===== src/rtl/core/base64_stream_decoder_core_defines.svh =====
// Assertion macros shared by the decoder RTL.
`ifndef BASE64_STREAM_DECODER_CORE_DEFINES_SVH
`define BASE64_STREAM_DECODER_CORE_DEFINES_SVH

`ifndef ASSERT_OFF
// Property must hold at every clock edge outside reset.
`define B64SD_ASSERT(lbl, clk, rst_n, prop) \
    lbl: assert property (@(posedge clk) disable iff (!rst_n) prop) \
        else $error("b64sd assertion failed");
// Expression must never be true outside reset.
`define B64SD_ASSERT_NEVER(lbl, clk, rst_n, expr) \
    lbl: assert property (@(posedge clk) disable iff (!rst_n) !(expr)) \
        else $error("b64sd forbidden condition seen");
`else
`define B64SD_ASSERT(lbl, clk, rst_n, prop)
`define B64SD_ASSERT_NEVER(lbl, clk, rst_n, expr)
`endif

`endif


===== src/rtl/core/b64sd_pkg.sv =====
package b64sd_pkg;

    localparam int COUNT_BITS = 16;
    localparam int OUT_COUNT_BITS = 16;
    localparam int CMP_BITS = ((COUNT_BITS > 16) ? COUNT_BITS : 16) + 2;

    localparam int QDEPTH = 8;
    localparam int QPTR_BITS = $clog2(QDEPTH);
    localparam int QCNT_BITS = $clog2(QDEPTH + 1);

    localparam logic KIND_DATA   = 1'b0;
    localparam logic KIND_STATUS = 1'b1;

    typedef enum logic [1:0] {
        ST_OK   = 2'd0,
        ST_PAD  = 2'd1,
        ST_OVF  = 2'd2,
        ST_PART = 2'd3
    } status_t;

    typedef struct packed {
        logic       skip;
        logic       pad;
        logic [5:0] val;
    } sym_t;

    // One queue entry: all results caused by one accepted item.
    typedef struct packed {
        logic [2:0][7:0]         data;
        logic [COUNT_BITS-1:0]   base;
        logic [1:0]              nbytes;
        logic                    has_status;
        status_t                 status;
    } cmd_t;

    function automatic sym_t map_char(input logic [7:0] ch);
        sym_t       s;
        logic [6:0] c;
        c = ch[6:0];
        s.skip = 1'b0;
        s.pad  = 1'b0;
        s.val  = 6'd0;
        if (c >= 7'h41 && c <= 7'h5A) begin
            s.val = 6'(c - 7'h41);
        end else if (c >= 7'h61 && c <= 7'h7A) begin
            s.val = 6'(c - 7'd71);
        end else if (c >= 7'h30 && c <= 7'h39) begin
            s.val = 6'(c + 7'd4);
        end else if (c == 7'h2B) begin
            s.val = 6'd62;
        end else if (c == 7'h2F) begin
            s.val = 6'd63;
        end else if (c == 7'h3D) begin
            s.pad = 1'b1;
        end else begin
            s.skip = 1'b1;
        end
        return s;
    endfunction

    // Fit the internal counter to the 16-bit result field.
    function automatic logic [OUT_COUNT_BITS-1:0] to_out_count(
        input logic [COUNT_BITS-1:0] c);
        logic [COUNT_BITS+OUT_COUNT_BITS-1:0] t;
        t = {{OUT_COUNT_BITS{1'b0}}, c};
        return t[OUT_COUNT_BITS-1:0];
    endfunction

endpackage


===== src/rtl/core/b64sd_front.sv =====
`include "base64_stream_decoder_core_defines.svh"

module b64sd_front
    import b64sd_pkg::*;
(
    input  logic        clk,
    input  logic        rst_n,
    input  logic        cfg_wr_en,
    input  logic [15:0] cfg_wr_data,
    input  logic        in_valid,
    output logic        in_ready,
    input  logic [7:0]  in_char,
    input  logic        last_char,
    input  logic        q_full,
    output logic        q_push,
    output cmd_t        q_cmd
);

    logic [15:0]           max_len_reg;
    logic [23:0]           acc_reg, acc_next;
    logic [1:0]            nsym_reg, nsym_next;
    logic [1:0]            pads_reg, pads_next;
    status_t               err_reg, err_next;
    logic [COUNT_BITS-1:0] cnt_reg, cnt_next;

    sym_t        sym;
    logic        fire;
    logic        sym_ok;
    logic [23:0] acc_shift;
    logic [1:0]  nwant;
    logic [1:0]  nemit;
    logic [2:0]  room;
    status_t     status_fin;

    assign in_ready = !q_full;
    assign fire     = in_valid && in_ready;

    // room[i]: byte i of this group still fits under both limits
    always_comb
    begin
        for (int i = 0; i < 3; i++)
        begin
            room[i] = ((CMP_BITS'(cnt_reg) + CMP_BITS'(i)) < CMP_BITS'(max_len_reg)) &&
                      ((CMP_BITS'(cnt_reg) + CMP_BITS'(i)) <
                       CMP_BITS'({COUNT_BITS{1'b1}}));
        end
    end

    always_comb
    begin
        sym       = map_char(in_char);
        acc_next  = acc_reg;
        nsym_next = nsym_reg;
        pads_next = pads_reg;
        err_next  = err_reg;
        sym_ok    = 1'b0;
        nwant     = 2'd0;
        nemit     = 2'd0;
        acc_shift = {acc_reg[17:0], sym.val};

        if (err_reg == ST_OK && !sym.skip)
        begin
            sym_ok = 1'b1;
            if (sym.pad)
            begin
                if (pads_reg == 2'd0)
                begin
                    err_next = ST_PAD;
                    sym_ok   = 1'b0;
                end
                else
                begin
                    pads_next = pads_reg - 2'd1;
                end
            end
            else if (pads_reg != 2'd3)
            begin
                err_next = ST_PAD;
                sym_ok   = 1'b0;
            end

            if (sym_ok)
            begin
                if (nsym_reg == 2'd3)
                begin
                    nwant     = (pads_next == 2'd3) ? 2'd3 :
                                (pads_next == 2'd2) ? 2'd2 : 2'd1;
                    acc_next  = 24'd0;
                    nsym_next = 2'd0;
                end
                else
                begin
                    acc_next  = acc_shift;
                    nsym_next = nsym_reg + 2'd1;
                end
            end
        end

        if (nwant != 2'd0)
        begin
            if (!room[0])
                nemit = 2'd0;
            else if (nwant < 2'd2 || !room[1])
                nemit = 2'd1;
            else if (nwant < 2'd3 || !room[2])
                nemit = 2'd2;
            else
                nemit = 2'd3;
            if (nemit < nwant)
                err_next = ST_OVF;
        end

        cnt_next   = cnt_reg + COUNT_BITS'(nemit);
        status_fin = (err_next == ST_OK && nsym_next != 2'd0) ? ST_PART : err_next;

        q_cmd.data       = {acc_shift[7:0], acc_shift[15:8], acc_shift[23:16]};
        q_cmd.base       = cnt_reg;
        q_cmd.nbytes     = nemit;
        q_cmd.has_status = last_char;
        q_cmd.status     = status_fin;
    end

    assign q_push = fire && (nemit != 2'd0 || last_char);

    always_ff @(posedge clk or negedge rst_n)
    begin
        if (!rst_n)
        begin
            max_len_reg <= 16'hFFFF;
            acc_reg     <= 24'd0;
            nsym_reg    <= 2'd0;
            pads_reg    <= 2'd3;
            err_reg     <= ST_OK;
            cnt_reg     <= '0;
        end
        else
        begin
            if (cfg_wr_en)
                max_len_reg <= cfg_wr_data;
            if (fire)
            begin
                if (last_char)
                begin
                    acc_reg  <= 24'd0;
                    nsym_reg <= 2'd0;
                    pads_reg <= 2'd3;
                    err_reg  <= ST_OK;
                    cnt_reg  <= '0;
                end
                else
                begin
                    acc_reg  <= acc_next;
                    nsym_reg <= nsym_next;
                    pads_reg <= pads_next;
                    err_reg  <= err_next;
                    cnt_reg  <= cnt_next;
                end
            end
        end
    end

    // a latched error holds until the final item of the text
    `B64SD_ASSERT(a_err_sticky, clk, rst_n,
        (err_reg != ST_OK && !(fire && last_char)) |=> (err_reg == $past(err_reg)))

endmodule


===== src/rtl/core/b64sd_queue.sv =====
`include "base64_stream_decoder_core_defines.svh"

module b64sd_queue
    import b64sd_pkg::*;
(
    input  logic clk,
    input  logic rst_n,
    input  logic push,
    input  cmd_t din,
    input  logic pop,
    output cmd_t dout,
    output logic full,
    output logic empty
);

    cmd_t                 mem_reg [QDEPTH];
    logic [QPTR_BITS-1:0] wr_ptr_reg;
    logic [QPTR_BITS-1:0] rd_ptr_reg;
    logic [QCNT_BITS-1:0] cnt_reg;

    assign full  = (cnt_reg == QCNT_BITS'(QDEPTH));
    assign empty = (cnt_reg == '0);
    assign dout  = mem_reg[rd_ptr_reg];

    always_ff @(posedge clk)
    begin
        if (push)
            mem_reg[wr_ptr_reg] <= din;
    end

    always_ff @(posedge clk or negedge rst_n)
    begin
        if (!rst_n)
        begin
            wr_ptr_reg <= '0;
            rd_ptr_reg <= '0;
            cnt_reg    <= '0;
        end
        else
        begin
            if (push)
                wr_ptr_reg <= wr_ptr_reg + QPTR_BITS'(1);
            if (pop)
                rd_ptr_reg <= rd_ptr_reg + QPTR_BITS'(1);
            if (push && !pop)
                cnt_reg <= cnt_reg + QCNT_BITS'(1);
            else if (pop && !push)
                cnt_reg <= cnt_reg - QCNT_BITS'(1);
        end
    end

    `B64SD_ASSERT_NEVER(a_q_overrun, clk, rst_n, push && full)
    `B64SD_ASSERT_NEVER(a_q_underrun, clk, rst_n, pop && empty)

endmodule


===== src/rtl/core/b64sd_back.sv =====
`include "base64_stream_decoder_core_defines.svh"

module b64sd_back
    import b64sd_pkg::*;
(
    input  logic                      clk,
    input  logic                      rst_n,
    input  logic                      q_empty,
    input  cmd_t                      q_head,
    output logic                      q_pop,
    output logic                      out_valid,
    input  logic                      out_ready,
    output logic                      kind,
    output logic [7:0]                out_byte,
    output logic [1:0]                status,
    output logic [OUT_COUNT_BITS-1:0] out_count,
    output logic                      run_last
);

    logic [1:0]                idx_reg;
    logic                      valid_reg;
    logic                      kind_reg;
    logic [7:0]                byte_reg;
    logic [1:0]                status_reg;
    logic [OUT_COUNT_BITS-1:0] count_reg;
    logic                      last_reg;

    logic                      load;
    logic                      is_status;
    logic                      is_final;
    logic [2:0]                total;
    logic [7:0]                sel_byte;
    logic [COUNT_BITS-1:0]     cnt_sel;

    assign load      = !valid_reg || out_ready;
    assign total     = {1'b0, q_head.nbytes} + {2'b00, q_head.has_status};
    assign is_status = (idx_reg == q_head.nbytes);
    assign is_final  = (({1'b0, idx_reg} + 3'd1) == total);
    assign q_pop     = load && !q_empty && is_final;

    always_comb
    begin
        case (idx_reg)
            2'd0:    sel_byte = q_head.data[0];
            2'd1:    sel_byte = q_head.data[1];
            2'd2:    sel_byte = q_head.data[2];
            default: sel_byte = 8'd0;
        endcase
        cnt_sel = q_head.base +
                  (is_status ? COUNT_BITS'(idx_reg) : COUNT_BITS'(idx_reg) + COUNT_BITS'(1));
    end

    always_ff @(posedge clk or negedge rst_n)
    begin
        if (!rst_n)
        begin
            valid_reg <= 1'b0;
            idx_reg   <= 2'd0;
        end
        else if (load)
        begin
            valid_reg <= !q_empty;
            if (!q_empty)
                idx_reg <= is_final ? 2'd0 : idx_reg + 2'd1;
        end
    end

    always_ff @(posedge clk)
    begin
        if (load && !q_empty)
        begin
            kind_reg   <= is_status ? KIND_STATUS : KIND_DATA;
            byte_reg   <= is_status ? 8'd0 : sel_byte;
            status_reg <= is_status ? q_head.status : ST_OK;
            count_reg  <= to_out_count(cnt_sel);
            last_reg   <= is_final;
        end
    end

    assign out_valid = valid_reg;
    assign kind      = kind_reg;
    assign out_byte  = byte_reg;
    assign status    = status_reg;
    assign out_count = count_reg;
    assign run_last  = last_reg;

    // the status result always closes the run of its item
    `B64SD_ASSERT(a_status_last, clk, rst_n,
        (valid_reg && kind_reg == KIND_STATUS) |-> last_reg)

endmodule


===== src/rtl/core/base64_stream_decoder_core.sv =====
// Streaming base64 decoder. One text character is taken per item (low 7 bits
// used, last_char marks the end of the text); characters outside the base64
// alphabet are skipped and '=' is padding. Each completed group of four
// symbols yields up to three data results (kind 0), and the final item adds a
// status result (kind 1) with the total byte count; run_last flags the last
// result of each item. Rate: one character per cycle, accepted while the
// 8-entry command queue between the decode front and the result back has
// room. The back delivers one result per cycle while out_ready holds, through
// a single output register. A text never yields more results than it has
// characters, so with the output ready the queue does not fill and the input
// never stalls; only output back-pressure can stall it. An accepted item is
// queued, and its first result is then loaded into the output register once
// the results ahead of it are taken. Errors (bad padding, overflow of
// max_out_len) are latched, suppress later bytes, and are reported in the
// final status, as is an incomplete final group; the stream state then
// clears. max_out_len must be written only while the block is idle.
module base64_stream_decoder_core
    import b64sd_pkg::*;
(
    input  logic        clk,
    input  logic        rst_n,
    input  logic        cfg_wr_en,
    input  logic [15:0] cfg_wr_data,
    input  logic        in_valid,
    output logic        in_ready,
    input  logic [7:0]  in_char,
    input  logic        last_char,
    output logic        out_valid,
    input  logic        out_ready,
    output logic        kind,
    output logic [7:0]  out_byte,
    output logic [1:0]  status,
    output logic [15:0] out_count,
    output logic        run_last
);

    // front -> queue
    logic q_push;
    cmd_t q_cmd;
    logic q_full;
    // queue -> back
    cmd_t q_head;
    logic q_empty;
    logic q_pop;

    // classify characters, track group/pad/error state, build one command
    b64sd_front u_front (
        .clk         (clk),
        .rst_n       (rst_n),
        .cfg_wr_en   (cfg_wr_en),
        .cfg_wr_data (cfg_wr_data),
        .in_valid    (in_valid),
        .in_ready    (in_ready),
        .in_char     (in_char),
        .last_char   (last_char),
        .q_full      (q_full),
        .q_push      (q_push),
        .q_cmd       (q_cmd)
    );

    // decouples decode from result delivery
    b64sd_queue u_queue (
        .clk   (clk),
        .rst_n (rst_n),
        .push  (q_push),
        .din   (q_cmd),
        .pop   (q_pop),
        .dout  (q_head),
        .full  (q_full),
        .empty (q_empty)
    );

    // serializes each command into data bytes and the optional status
    b64sd_back u_back (
        .clk       (clk),
        .rst_n     (rst_n),
        .q_empty   (q_empty),
        .q_head    (q_head),
        .q_pop     (q_pop),
        .out_valid (out_valid),
        .out_ready (out_ready),
        .kind      (kind),
        .out_byte  (out_byte),
        .status    (status),
        .out_count (out_count),
        .run_last  (run_last)
    );

endmodule

===== config.mk =====
export PLATFORM = sky130hd
export DESIGN_NAME = base64_stream_decoder_core
export DESIGN_NICKNAME = d
export VERILOG_FILES = /design/src/rtl/core/b64sd_pkg.sv /design/src/rtl/core/b64sd_front.sv /design/src/rtl/core/b64sd_queue.sv /design/src/rtl/core/b64sd_back.sv /design/src/rtl/core/base64_stream_decoder_core.sv
export VERILOG_INCLUDE_DIRS = /design/src /design/src/rtl/core
export SDC_FILE = /design/constraint.sdc
export NUM_CORES = 1
export LEC_CHECK = 0
export BUFFER_PORTS_ARGS = -buffer_cell sky130_fd_sc_hd__buf_2
export CORE_ASPECT_RATIO = 0.7
export CORE_MARGIN = 2
export CORE_UTILIZATION = 46
export CTS_CLUSTER_DIAMETER = 40
export DETAILED_ROUTE_END_ITERATION = 10
export PLACE_DENSITY = 0.65
export SYNTH_ARGS = -nofsm -noshare
export SYNTH_HDL_FRONTEND = slang
export SYNTH_SLANG_ARGS = --single-unit

===== constraint.sdc =====
create_clock -name clk -period 6.8 [get_ports clk]
set_input_delay 1.36 -clock clk [delete_from_list [all_inputs] [get_ports clk]]
set_output_delay 1.36 -clock clk [all_outputs]
set_load 0.1 [all_outputs]

Word level (Yosys, flattened, before mapping)
Memory sizes are Yosys's and may differ from the RTL's.
Cells that the tools add are included.
Storage, ports and cells
  memory bits (read-only): 0
  memories: 1
  bits in latches: 0
  RAM bits: 360
  output and inout port bits: 30
  bits of input ports: 30
  flip-flop bits (word level): 97
Memory list
  u_queue.mem_reg: depth 8, width 45, rd ports 1, clocked after memory_dff 0, wr ports 1, RTL line b64sd_queue.sv:16  | cmd_t mem_reg [QDEPTH];
Operators by class
  add/subtract/negate cells: 17
  reduce and logical (&&, ||, !) cells: 40
  magnitude comparators: 15
  bitwise operators: 1
  div/mod/pow operators: 0
  shift operators: 0
  muxes and demuxes: 56
  $mul: 0
  eq/ne operators: 12
Operators with widths (number)
  $mux W18: 4
  $mux W2: 32
  $lt A18 B16 Y1: 2
  $lt A18 B16 Y1 const B: 2
  $mux W16: 2
  $mux W6: 5
  $pmux W8 S3: 1
  $eq A7 B6 Y1 const B: 3
  $add A16 B1 Y17 const B: 1
  $add A16 B2 Y17 const B: 1
  $add A16 B16 Y16: 1
  $add A16 B2 Y16: 1
  $lt A16 B16 Y1: 1
  $lt A16 B16 Y1 const B: 1
  $ge A7 B7 Y1 const B: 2
  $le A7 B7 Y1 const B: 2
  $logic_and A1 B1 Y1: 14
  $reduce_bool A2 Y1: 6
  $mux W1: 10
  $eq A2 B2 Y1 const B: 4
  $logic_not A1 Y1: 8
  $logic_not A2 Y1: 4
  $mux W4: 2
  $ge A7 B6 Y1 const B: 1
  other kinds (23): 31

Longest topological paths before layout
Gate-level depths: netlist of the first run.
  word-level depth: 30
  depth in mapped cells: 23

By module
From an unflattened synthesis of the first run, not the netlist that was laid out.
Unflattened totals
  cells, all modules: 1300
  area total of the unflattened synthesis: 21055.2 µm²
By module, submodules not included
  b64sd_queue: sequential area each 11060.6 µm², instances 1, area each 14456.4 µm², cells each 580
  b64sd_front: sequential area each 1423.9 µm², instances 1, area each 4966.0 µm², cells each 589
  b64sd_back: sequential area each 915.9 µm², instances 1, area each 1632.8 µm², cells each 131

Worst setup path after synthesis of the first run
Ideal clock, no wire load.
  path type: input to register
  start: input in_char[1]
  end: memory u_queue.mem_reg[1][0] (netlist name) (enable)
  data required time: 6.240 ns
  slack: -0.966 ns
  data arrival time: 7.207 ns
  stages on the path: 11
  path through: buf_6 inv_1 ha_1 a21bo_1 nor4_4 a21oi_2 nor2_4 a41oi_1 nand2b_4 buf_6 nor4_1
Between the ends
  cells in the longest elaborated chain, start to end: 27
Ends and longest elaborated chain
  from (decl): RTL line base64_stream_decoder_core.sv:26  | input logic [7:0] in_char,
  $eq A7 B6 Y1: RTL line b64sd_pkg.sv:53  | end else if (c == 7'h3D) begin
  $mux W1: RTL line b64sd_pkg.sv:53
  $mux W2: RTL line b64sd_pkg.sv:51  | end else if (c == 7'h2F) begin
  $mux W2: RTL line b64sd_pkg.sv:49  | end else if (c == 7'h2B) begin
  $mux W2: RTL line b64sd_pkg.sv:47  | end else if (c >= 7'h30 && c <= 7'h39) begin
  $mux W2: RTL line b64sd_pkg.sv:45  | end else if (c >= 7'h61 && c <= 7'h7A) begin
  $mux W2 (*): RTL line b64sd_pkg.sv:43  | if (c >= 7'h41 && c <= 7'h5A) begin
  $mux W2: RTL line b64sd_front.sv:64  | if (sym.pad)
  (+11 left out)
  $mux W2: RTL line b64sd_front.sv:101  | if (!room[0])
  $mux W2: RTL line b64sd_front.sv:99  | if (nwant != 2'd0)
  $mux W2 (*): RTL line b64sd_front.sv:99
  $reduce_bool A2 Y1 (*): RTL line b64sd_front.sv:123  | assign q_push = fire && (nemit != 2'd0 || last_char);
  $logic_or A1 B1 Y1 (*): RTL line b64sd_front.sv:123
  $logic_and A1 B1 Y1 (*): RTL line b64sd_front.sv:123
  $mux W1 (*): RTL line b64sd_queue.sv:27  | if (push)
  $mux W1 (not written as such) (*): RTL line b64sd_queue.sv:28  | mem_reg[wr_ptr_reg] <= din;
  to (decl): RTL line b64sd_queue.sv:16
Mark *: on every way between the ends. The rest lies on a longest branch, timed or not. The select of a mux whose other input is x is not followed.

==> results.py, run 1 <==
metrics = {
    "global_routing": {
        "use_met3_pct": 3.58,
        "grt_util_all_layers_pct": 19.7,
        "grt-ovfl-total": 0,
        "grt_pass1_vias": 11400,
        "grt_pass1_wl_um": 69300,
        "grt_max_degree": 58,
        "gr-usage-met1_pct": 30.5,
        "antenna_found_initial": 0,
        "busiest_layer": "met1",
        "grt_use_met2_pct": 28.9,
    },
    "synth": {
        "ys.flop_type": "edfxtp_1",
        "mappedNetlistNets": 1402,
        "synth_fa_ha_area_share_pct": 4.91,
        "synth_compound_area_share_pct": 5.60,
        "synth_xor_area_share_pct": 2.68,
        "synthMuxAreaShare_pct": 12.5,
        "synth-edff-count": 388,
        "async_flop_share_pct": 15.1,
        "synthSimpleGateAreaFrac_pct": 6.78,
        "syn_inst": 1293,
        "synth_area_um2": 20600,
        "synth-warning-count": 0,
        "synth_top_family_by_area": "multiplexers",
        "ys_ff_latch": 457,
        "seq_area_frac_synth_pct": 65.1,
        "syn_avg_cell_area_um2": 15.9,
        "yosys.cell_types.count": 85,
    },
    "sta": {
        "setup_violations": 0,
        "finalCriticalPeriod_ps": 5860,
        "maxSlewViolCount": 0,
        "skew_ps": 24.9,
        "final.setup.tns_ps": 0,
        "rsz0062_at_grt": "no",
        "period_share_pct": 86.1,
        "max_slew.worst_pin.slew_ps": 1120,
        "fmax_mhz": 171,
        "maxSlewHeadroom_pct": 24.8,
        "hold_viol": 0,
    },
    "route": {
        "wl_per_cell_um": 22.5,
        "drt-total-wl_um": 45100,
        "vias": 11500,
        "via_per_inst": 5.70,
        "drc": 0,
        "drt_iter0_drc": 1010,
        "final_antenna_net_count": 0,
        "drtPass1Iterations": 5,
    },
    "job": {
        "maxCapViolations": 0,
    },
    "final_layout": {
        "fillers": 3522,
        "multi_input_area_um2": 6750,
        "largest_reg_flops": 360,
        "areaGrowthSynthToFinish_pct": 12.9,
        "stdcell_count": 2008,
        "diodes": 0,
        "area.sequential_um2": 13400,
        "layout-drive-gt1-share_pct": 24.4,
        "num-nets-final": 1483,
        "utilization_pct": 52.9,
    },
    "clocking": {
        "postCtsHoldBufs": 0,
        "cts_buffers": 49,
        "cts_max_level": 2,
        "cts_tree": "yes",
        "cts_root_buffer": "clkbuf_16",
        "clk_pin_slew_worst_paths_ps": 60,
        "cts_num_sinks": 457,
        "insertion_delay_ps": 580,
        "cts.path.max_buffers": 3,
        "cts_setup_buffers": 0,
        "post_cts_resized": 0,
    },
    "floorplan": {
        "dieArea_um2": 46500,
        "initial_utilization_pct": 46.8,
        "die_h_um": 181,
        "num_io_pins": 60,
        "die_w_um": 257,
        "rows": 64,
        "core_um2": 44000,
    },
    "worst_setup_path": {
        "critPathMaxStageDelay_ps": 840,
        "critical_path.cell_chain": "ha_1, nand3_1, or3_1, nor3_1, xor2_1, ha_1, and3_1, o21ai_0, o2111ai_1, a31oi_1, nand4_1, a21oi_1, nor4_2, ha_1, fa_1, nand3_1, nor4_1, nor2b_1, xnor2_1, nor2_1",
        "worstSetupPathType": "reg2reg",
        "r2r_start": "u_front.cnt_reg[1]$_DFFE_PN0P_",
        "slowest_stage": "dfrtp_1",
        "cp-start-kind": "register",
        "crit_arrival_ps": 6270,
        "reg2reg_to": "u_front.cnt_reg[14]$_DFFE_PN0P_",
        "r2r_setup_slack_ps": 940,
        "cp_max_fo": 18,
        "reg2regPathDepth": 20,
        "path_common_cell": "ha_1",
        "cp-end-kind": "register",
        "critical_path_required_ps": 7210,
    },
    "power": {
        "power.density_nw_per_um2": 405,
        "power_mw": 9.42,
        "total_leakage_power_nw": 8.58,
        "peakVddDrop_v": 0.000303,
    },
    "status": {
        "status": "finished clean",
    },
    "worst_hold_path": {
        "whs_path_depth": 1,
        "hold_path.startpoint": "u_queue.cnt_reg[3]$_DFFE_PN0P_",
        "holdPathEnd": "u_queue.cnt_reg[3]$_DFFE_PN0P_",
        "holdCritPathClass": "reg2reg",
    },
    "place": {
        "io_buffers": 58,
        "dp_cells": 1917,
        "gp_congestion": 0.886,
        "dpl.hpwl_um": 27900,
    },
}
## critical path, delay by kind of cell, from the launching register on
family	cells	cell delay [ps]
simple gates	10	2870
xor+xnor	2	270
flops	1	840
fa+ha+maj	4	1330
compound gates	4	390
## logic make-up after synthesis
family                     Yosys count
buffers and inverters              106
DFF                                457
AOI/OAI and AO/OA                  173
adders and majority gates           79
muxes                              141
xor gates and xnor gates            63
and+or+nand+nor                    274
## worst max path at each step
| stage | from | endpoint | slack, ps | cells after the start |
|---|---|---|---|---|
| global placement | u_front.cnt_reg[1]$_DFFE_PN0P_ | u_front.cnt_reg[13]$_DFFE_PN0P_ | 780 | 21 |
| floorplan | in_char[1] | u_queue.mem_reg[1][0]$_DFFE_PP_ | -970 | 11 |
| finish | u_front.cnt_reg[1]$_DFFE_PN0P_ | u_front.cnt_reg[14]$_DFFE_PN0P_ | 940 | 20 |
| CTS | u_front.cnt_reg[1]$_DFFE_PN0P_ | u_front.cnt_reg[14]$_DFFE_PN0P_ | 550 | 20 |
| global route | u_front.cnt_reg[1]$_DFFE_PN0P_ | u_front.cnt_reg[9]$_DFFE_PN0P_ | 400 | 20 |
| detailed placement | u_front.cnt_reg[1]$_DFFE_PN0P_ | u_front.cnt_reg[14]$_DFFE_PN0P_ | 590 | 20 |
## cells in the mapped netlist, drive strengths merged, types with 20 or more instances
cell	number	area [um2]
a21oi	32	168
buf	44	267
dfrtp	51	1280
edfxtp	388	11700
ha	76	951
inv	48	180
mux2	33	372
mux4	90	2030
nand2	104	390
nand3	20	113
nor2	62	243
o21ai	72	360
xnor2	34	298
xor2	29	254
## per-stage QoR
stage | hold slack, ps | instance area, um2 | setup slack (ps)
floorplan | 464 | 20600 | -966
global placement | 471 | 21600 | 782
detailed placement | 483 | 21600 | 594
CTS | 499 | 23200 | 548
global route | 508 | 23200 | 405
finish | 492 | 23200 | 945
## cells in the final DEF (no fill, tap or decap), types with 6 or more instances in the layout
master	count
edfxtp_1	388
nand2_1	104
mux4_2	90
ha_1	76
o21ai_0	71
nor2_1	60
buf_2	57
clkbuf_16	49
inv_1	48
dfrtp_1	48
xnor2_1	34
mux2_2	33
a21oi_1	30
xor2_1	29
buf_4	29
nand3_1	19
mux2i_1	18
dfstp_2	18
nor3_1	14
a21o_1	13
clkbuf_1	11
nand4_1	10
a222oi_1	8
or3_1	6
nor2b_1	6
a211o_1	6
and3_1	6
nor4_2	6
## power breakdown
| part | switching, mW | internal, mW | total (mW) |
|---|---|---|---|
| Sequential | 0.308 | 3.51 | 3.81 |
| Combinational | 1.87 | 1.09 | 2.96 |
| Clock | 1.11 | 1.54 | 2.65 |
## cell type report
cell class | count | area share [%]
flip-flops and latches | 457 | 57.7
inverters | 48 | 0.775
clock inverters | 28 | 1.33
well taps | 594 | 3.20
repair buffers | 88 | 2.34
multi-input cells | 730 | 29.0
clock buffers | 63 | 5.63
## per-layer routing
| layer | part of all wire, % | up-vias | routed length, um |
|---|---|---|---|
| li1 | - | 5188 | - |
| met1 | 48 | 5863 | 21800 |
| met2 | 44 | 339 | 19700 |
| met3 | 6.5 | 60 | 2910 |
| met4 | 1.6 | 0 | 718 |
| met5 | 0 | - | 0 |
(Power assumes the default switching activity.)
==> inputs of run 2 (changes only) <==
--- a/config.mk
+++ b/config.mk
@@ -7,7 +7,7 @@
 export NUM_CORES = 1
 export LEC_CHECK = 0
 export BUFFER_PORTS_ARGS = -buffer_cell sky130_fd_sc_hd__buf_2
-export CORE_ASPECT_RATIO = 0.7
+export CORE_ASPECT_RATIO = 0.6
 export CORE_MARGIN = 2
 export CORE_UTILIZATION = 46
 export CTS_CLUSTER_DIAMETER = 40
==> run 2 against run 1 <==
- power is essentially flat
- largest power group unchanged
- largest cell class unchanged
- highest routed layer unchanged
- final cell count shrank 1.2%
- register-to-register slack lost 90 ps
==> results.py, run 2 (same netlist as run 1, synthesis figures left out) <==
metrics = {
    "status": {
        "status": "finished clean",
    },
    "power": {
        "power_mw": 9.41,
        "peakVddDrop_v": 0.000227,
        "total_leakage_power_nw": 8.53,
        "power.density_nw_per_um2": 407,
    },
    "sta": {
        "setup_ws_ps": 852,
        "max_slew.worst_pin.slew_ps": 1150,
        "maxSlewViolCount": 0,
        "fmax_mhz": 168,
        "period_share_pct": 87.5,
        "rsz0062_at_grt": "no",
        "final.setup.tns_ps": 0,
        "skew_ps": 23.8,
        "setup_violations": 0,
        "hold_viol": 0,
        "finalCriticalPeriod_ps": 5950,
        "maxSlewHeadroom_pct": 22.7,
    },
    "place": {
        "io_buffers": 58,
        "place_ws_ps": 1040,
        "dpl.hpwl_um": 27700,
        "gp_congestion": 0.875,
        "dp_cells": 1899,
    },
    "floorplan": {
        "core_um2": 43800,
        "die_h_um": 168,
        "rows": 59,
        "die_w_um": 277,
        "num_io_pins": 60,
        "initial_utilization_pct": 47.0,
        "dieArea_um2": 46500,
    },
    "worst_setup_path": {
        "path_common_cell": "ha_1",
        "cp_max_fo": 18,
        "reg2regPathDepth": 20,
        "cp-end-kind": "register",
        "critPathMaxStageDelay_ps": 850,
        "slowest_stage": "dfrtp_1",
        "critical_path_required_ps": 7230,
        "critical_path.cell_chain": "ha_1, nand3_1, or3_1, nor3_1, xor2_1, ha_1, and3_1, o21ai_0, o2111ai_1, a31oi_1, nand4_1, nor2_1, ha_1, a21oi_1, nor2b_1, and3_1, nand4_1, nor3_1, xnor2_1, nor2_1",
        "r2r_setup_slack_ps": 850,
        "crit_arrival_ps": 6380,
        "cp-start-kind": "register",
        "worstSetupPathType": "reg2reg",
    },
    "global_routing": {
        "grt_pass1_vias": 11400,
        "antenna_found_initial": 1,
        "grt_util_all_layers_pct": 19.9,
        "grt_max_degree": 70,
        "grt-ovfl-total": 0,
        "grt_pass1_wl_um": 70000,
    },
    "final_layout": {
        "areaGrowthSynthToFinish_pct": 12.3,
        "utilization_pct": 52.8,
        "diodes": 0,
        "largest_reg_flops": 360,
        "num-nets-final": 1477,
        "mostFrequentLayoutCell": "edfxtp_1",
        "layout-drive-gt1-share_pct": 24.1,
        "layout_common_cells": "edfxtp_1, nand2_1, mux4_2",
        "stdcell_count": 1984,
    },
    "route": {
        "via_per_inst": 5.81,
        "drt_iter0_drc": 1339,
        "wl_per_cell_um": 23.0,
        "drc": 0,
        "drt-total-wl_um": 45600,
        "final_antenna_net_count": 0,
        "vias": 11500,
        "drtPass1Iterations": 6,
    },
    "clocking": {
        "cts_setup_buffers": 0,
        "cts_buffers": 46,
        "cts_max_level": 2,
        "clk_pin_slew_worst_paths_ps": 60,
        "cts_num_sinks": 457,
        "insertion_delay_ps": 580,
        "cts_root_buffer": "clkbuf_16",
        "cts.path.max_buffers": 3,
        "postCtsHoldBufs": 0,
        "post_cts_resized": 0,
        "cts_tree": "yes",
    },
    "worst_hold_path": {
        "whs_path_depth": 1,
        "holdCritPathClass": "reg2reg",
    },
    "job": {
        "maxCapViolations": 0,
    },
}
==> run 2: cell count changes in the layout (fill, tap and decap cells not counted) <==
cell        previous run  this run
buf_4                 29        26
clkbuf_1              11         8
clkbuf_16             49        47
clkinv_2               5         7
inv_8                  3         1
clkinv_8               1         0
clkinvlp_4             2         1
inv_16                 0         1
nor4_1                 5         6
nor4_2                 6         5
==> run 2: cell type report <==
cell class,count,area [um2]
Multi-Input combinational cell,730,6740
Clock buffer,58,1250
Sequential cell,457,13400
Tap cell,579,724
Inverter,48,180
Fill cell,3489,20700
Timing Repair Buffer,85,520
Clock inverter,27,293
==> run 2: path summary, 6_finish.rpt <==
kind | startpoint | to
max | u_front.cnt_reg[1]$_DFFE_PN0P_ | u_front.cnt_reg[13]$_DFFE_PN0P_
min | u_queue.cnt_reg[3]$_DFFE_PN0P_ | u_queue.cnt_reg[3]$_DFFE_PN0P_
max reg2reg | u_front.cnt_reg[1]$_DFFE_PN0P_ | u_front.cnt_reg[13]$_DFFE_PN0P_
min reg2reg | u_queue.cnt_reg[3]$_DFFE_PN0P_ | u_queue.cnt_reg[3]$_DFFE_PN0P_
max in group asynchronous | rst_n | u_queue.rd_ptr_reg[1]$_DFFE_PN0P_
min in group asynchronous | rst_n | u_front.cnt_reg[13]$_DFFE_PN0P_
==> run 2: critical path, delay by kind of cell (launching register included) <==
kind                     cells  cell delay (ps)
AND/OR/NAND/NOR             11             3030
adder cells (fa/ha/maj)      3              970
flip-flops                   1              850
AO/OA/AOI/OAI                4              630
XOR/XNOR                     2              330
==> run 2: power by group <==
group | internal, mW | total, mW | switching [mW]
registers | 3.51 | 3.82 | 0.312
clock network | 1.48 | 2.58 | 1.10
logic | 1.11 | 3.02 | 1.91
total | 6.09 | 9.41 | 3.32
==> run 2: metrics by stage <==
stage / area (um2) / hold WS [ps]
4_1_cts: 23100 / 492
6_report: 23100 / 490
5_1_grt: 23100 / 526
2_1_floorplan: 20600 / 464
3_5_place_dp: 21600 / 482
3_3_place_gp: 21600 / 471
==> run 2: per-layer routing <==
| layer | vias to the layer above | routed length, um | track usage (%) |
|---|---|---|---|
| met3 | 51 | 4600 | 5.94 |
| met1 | 5820 | 21800 | 31.3 |
| met4 | 0 | 578 | 3.95 |
| met2 | 478 | 18600 | 27.1 |
| li1 | 5173 | - | - |
| met5 | - | 0 | 0 |
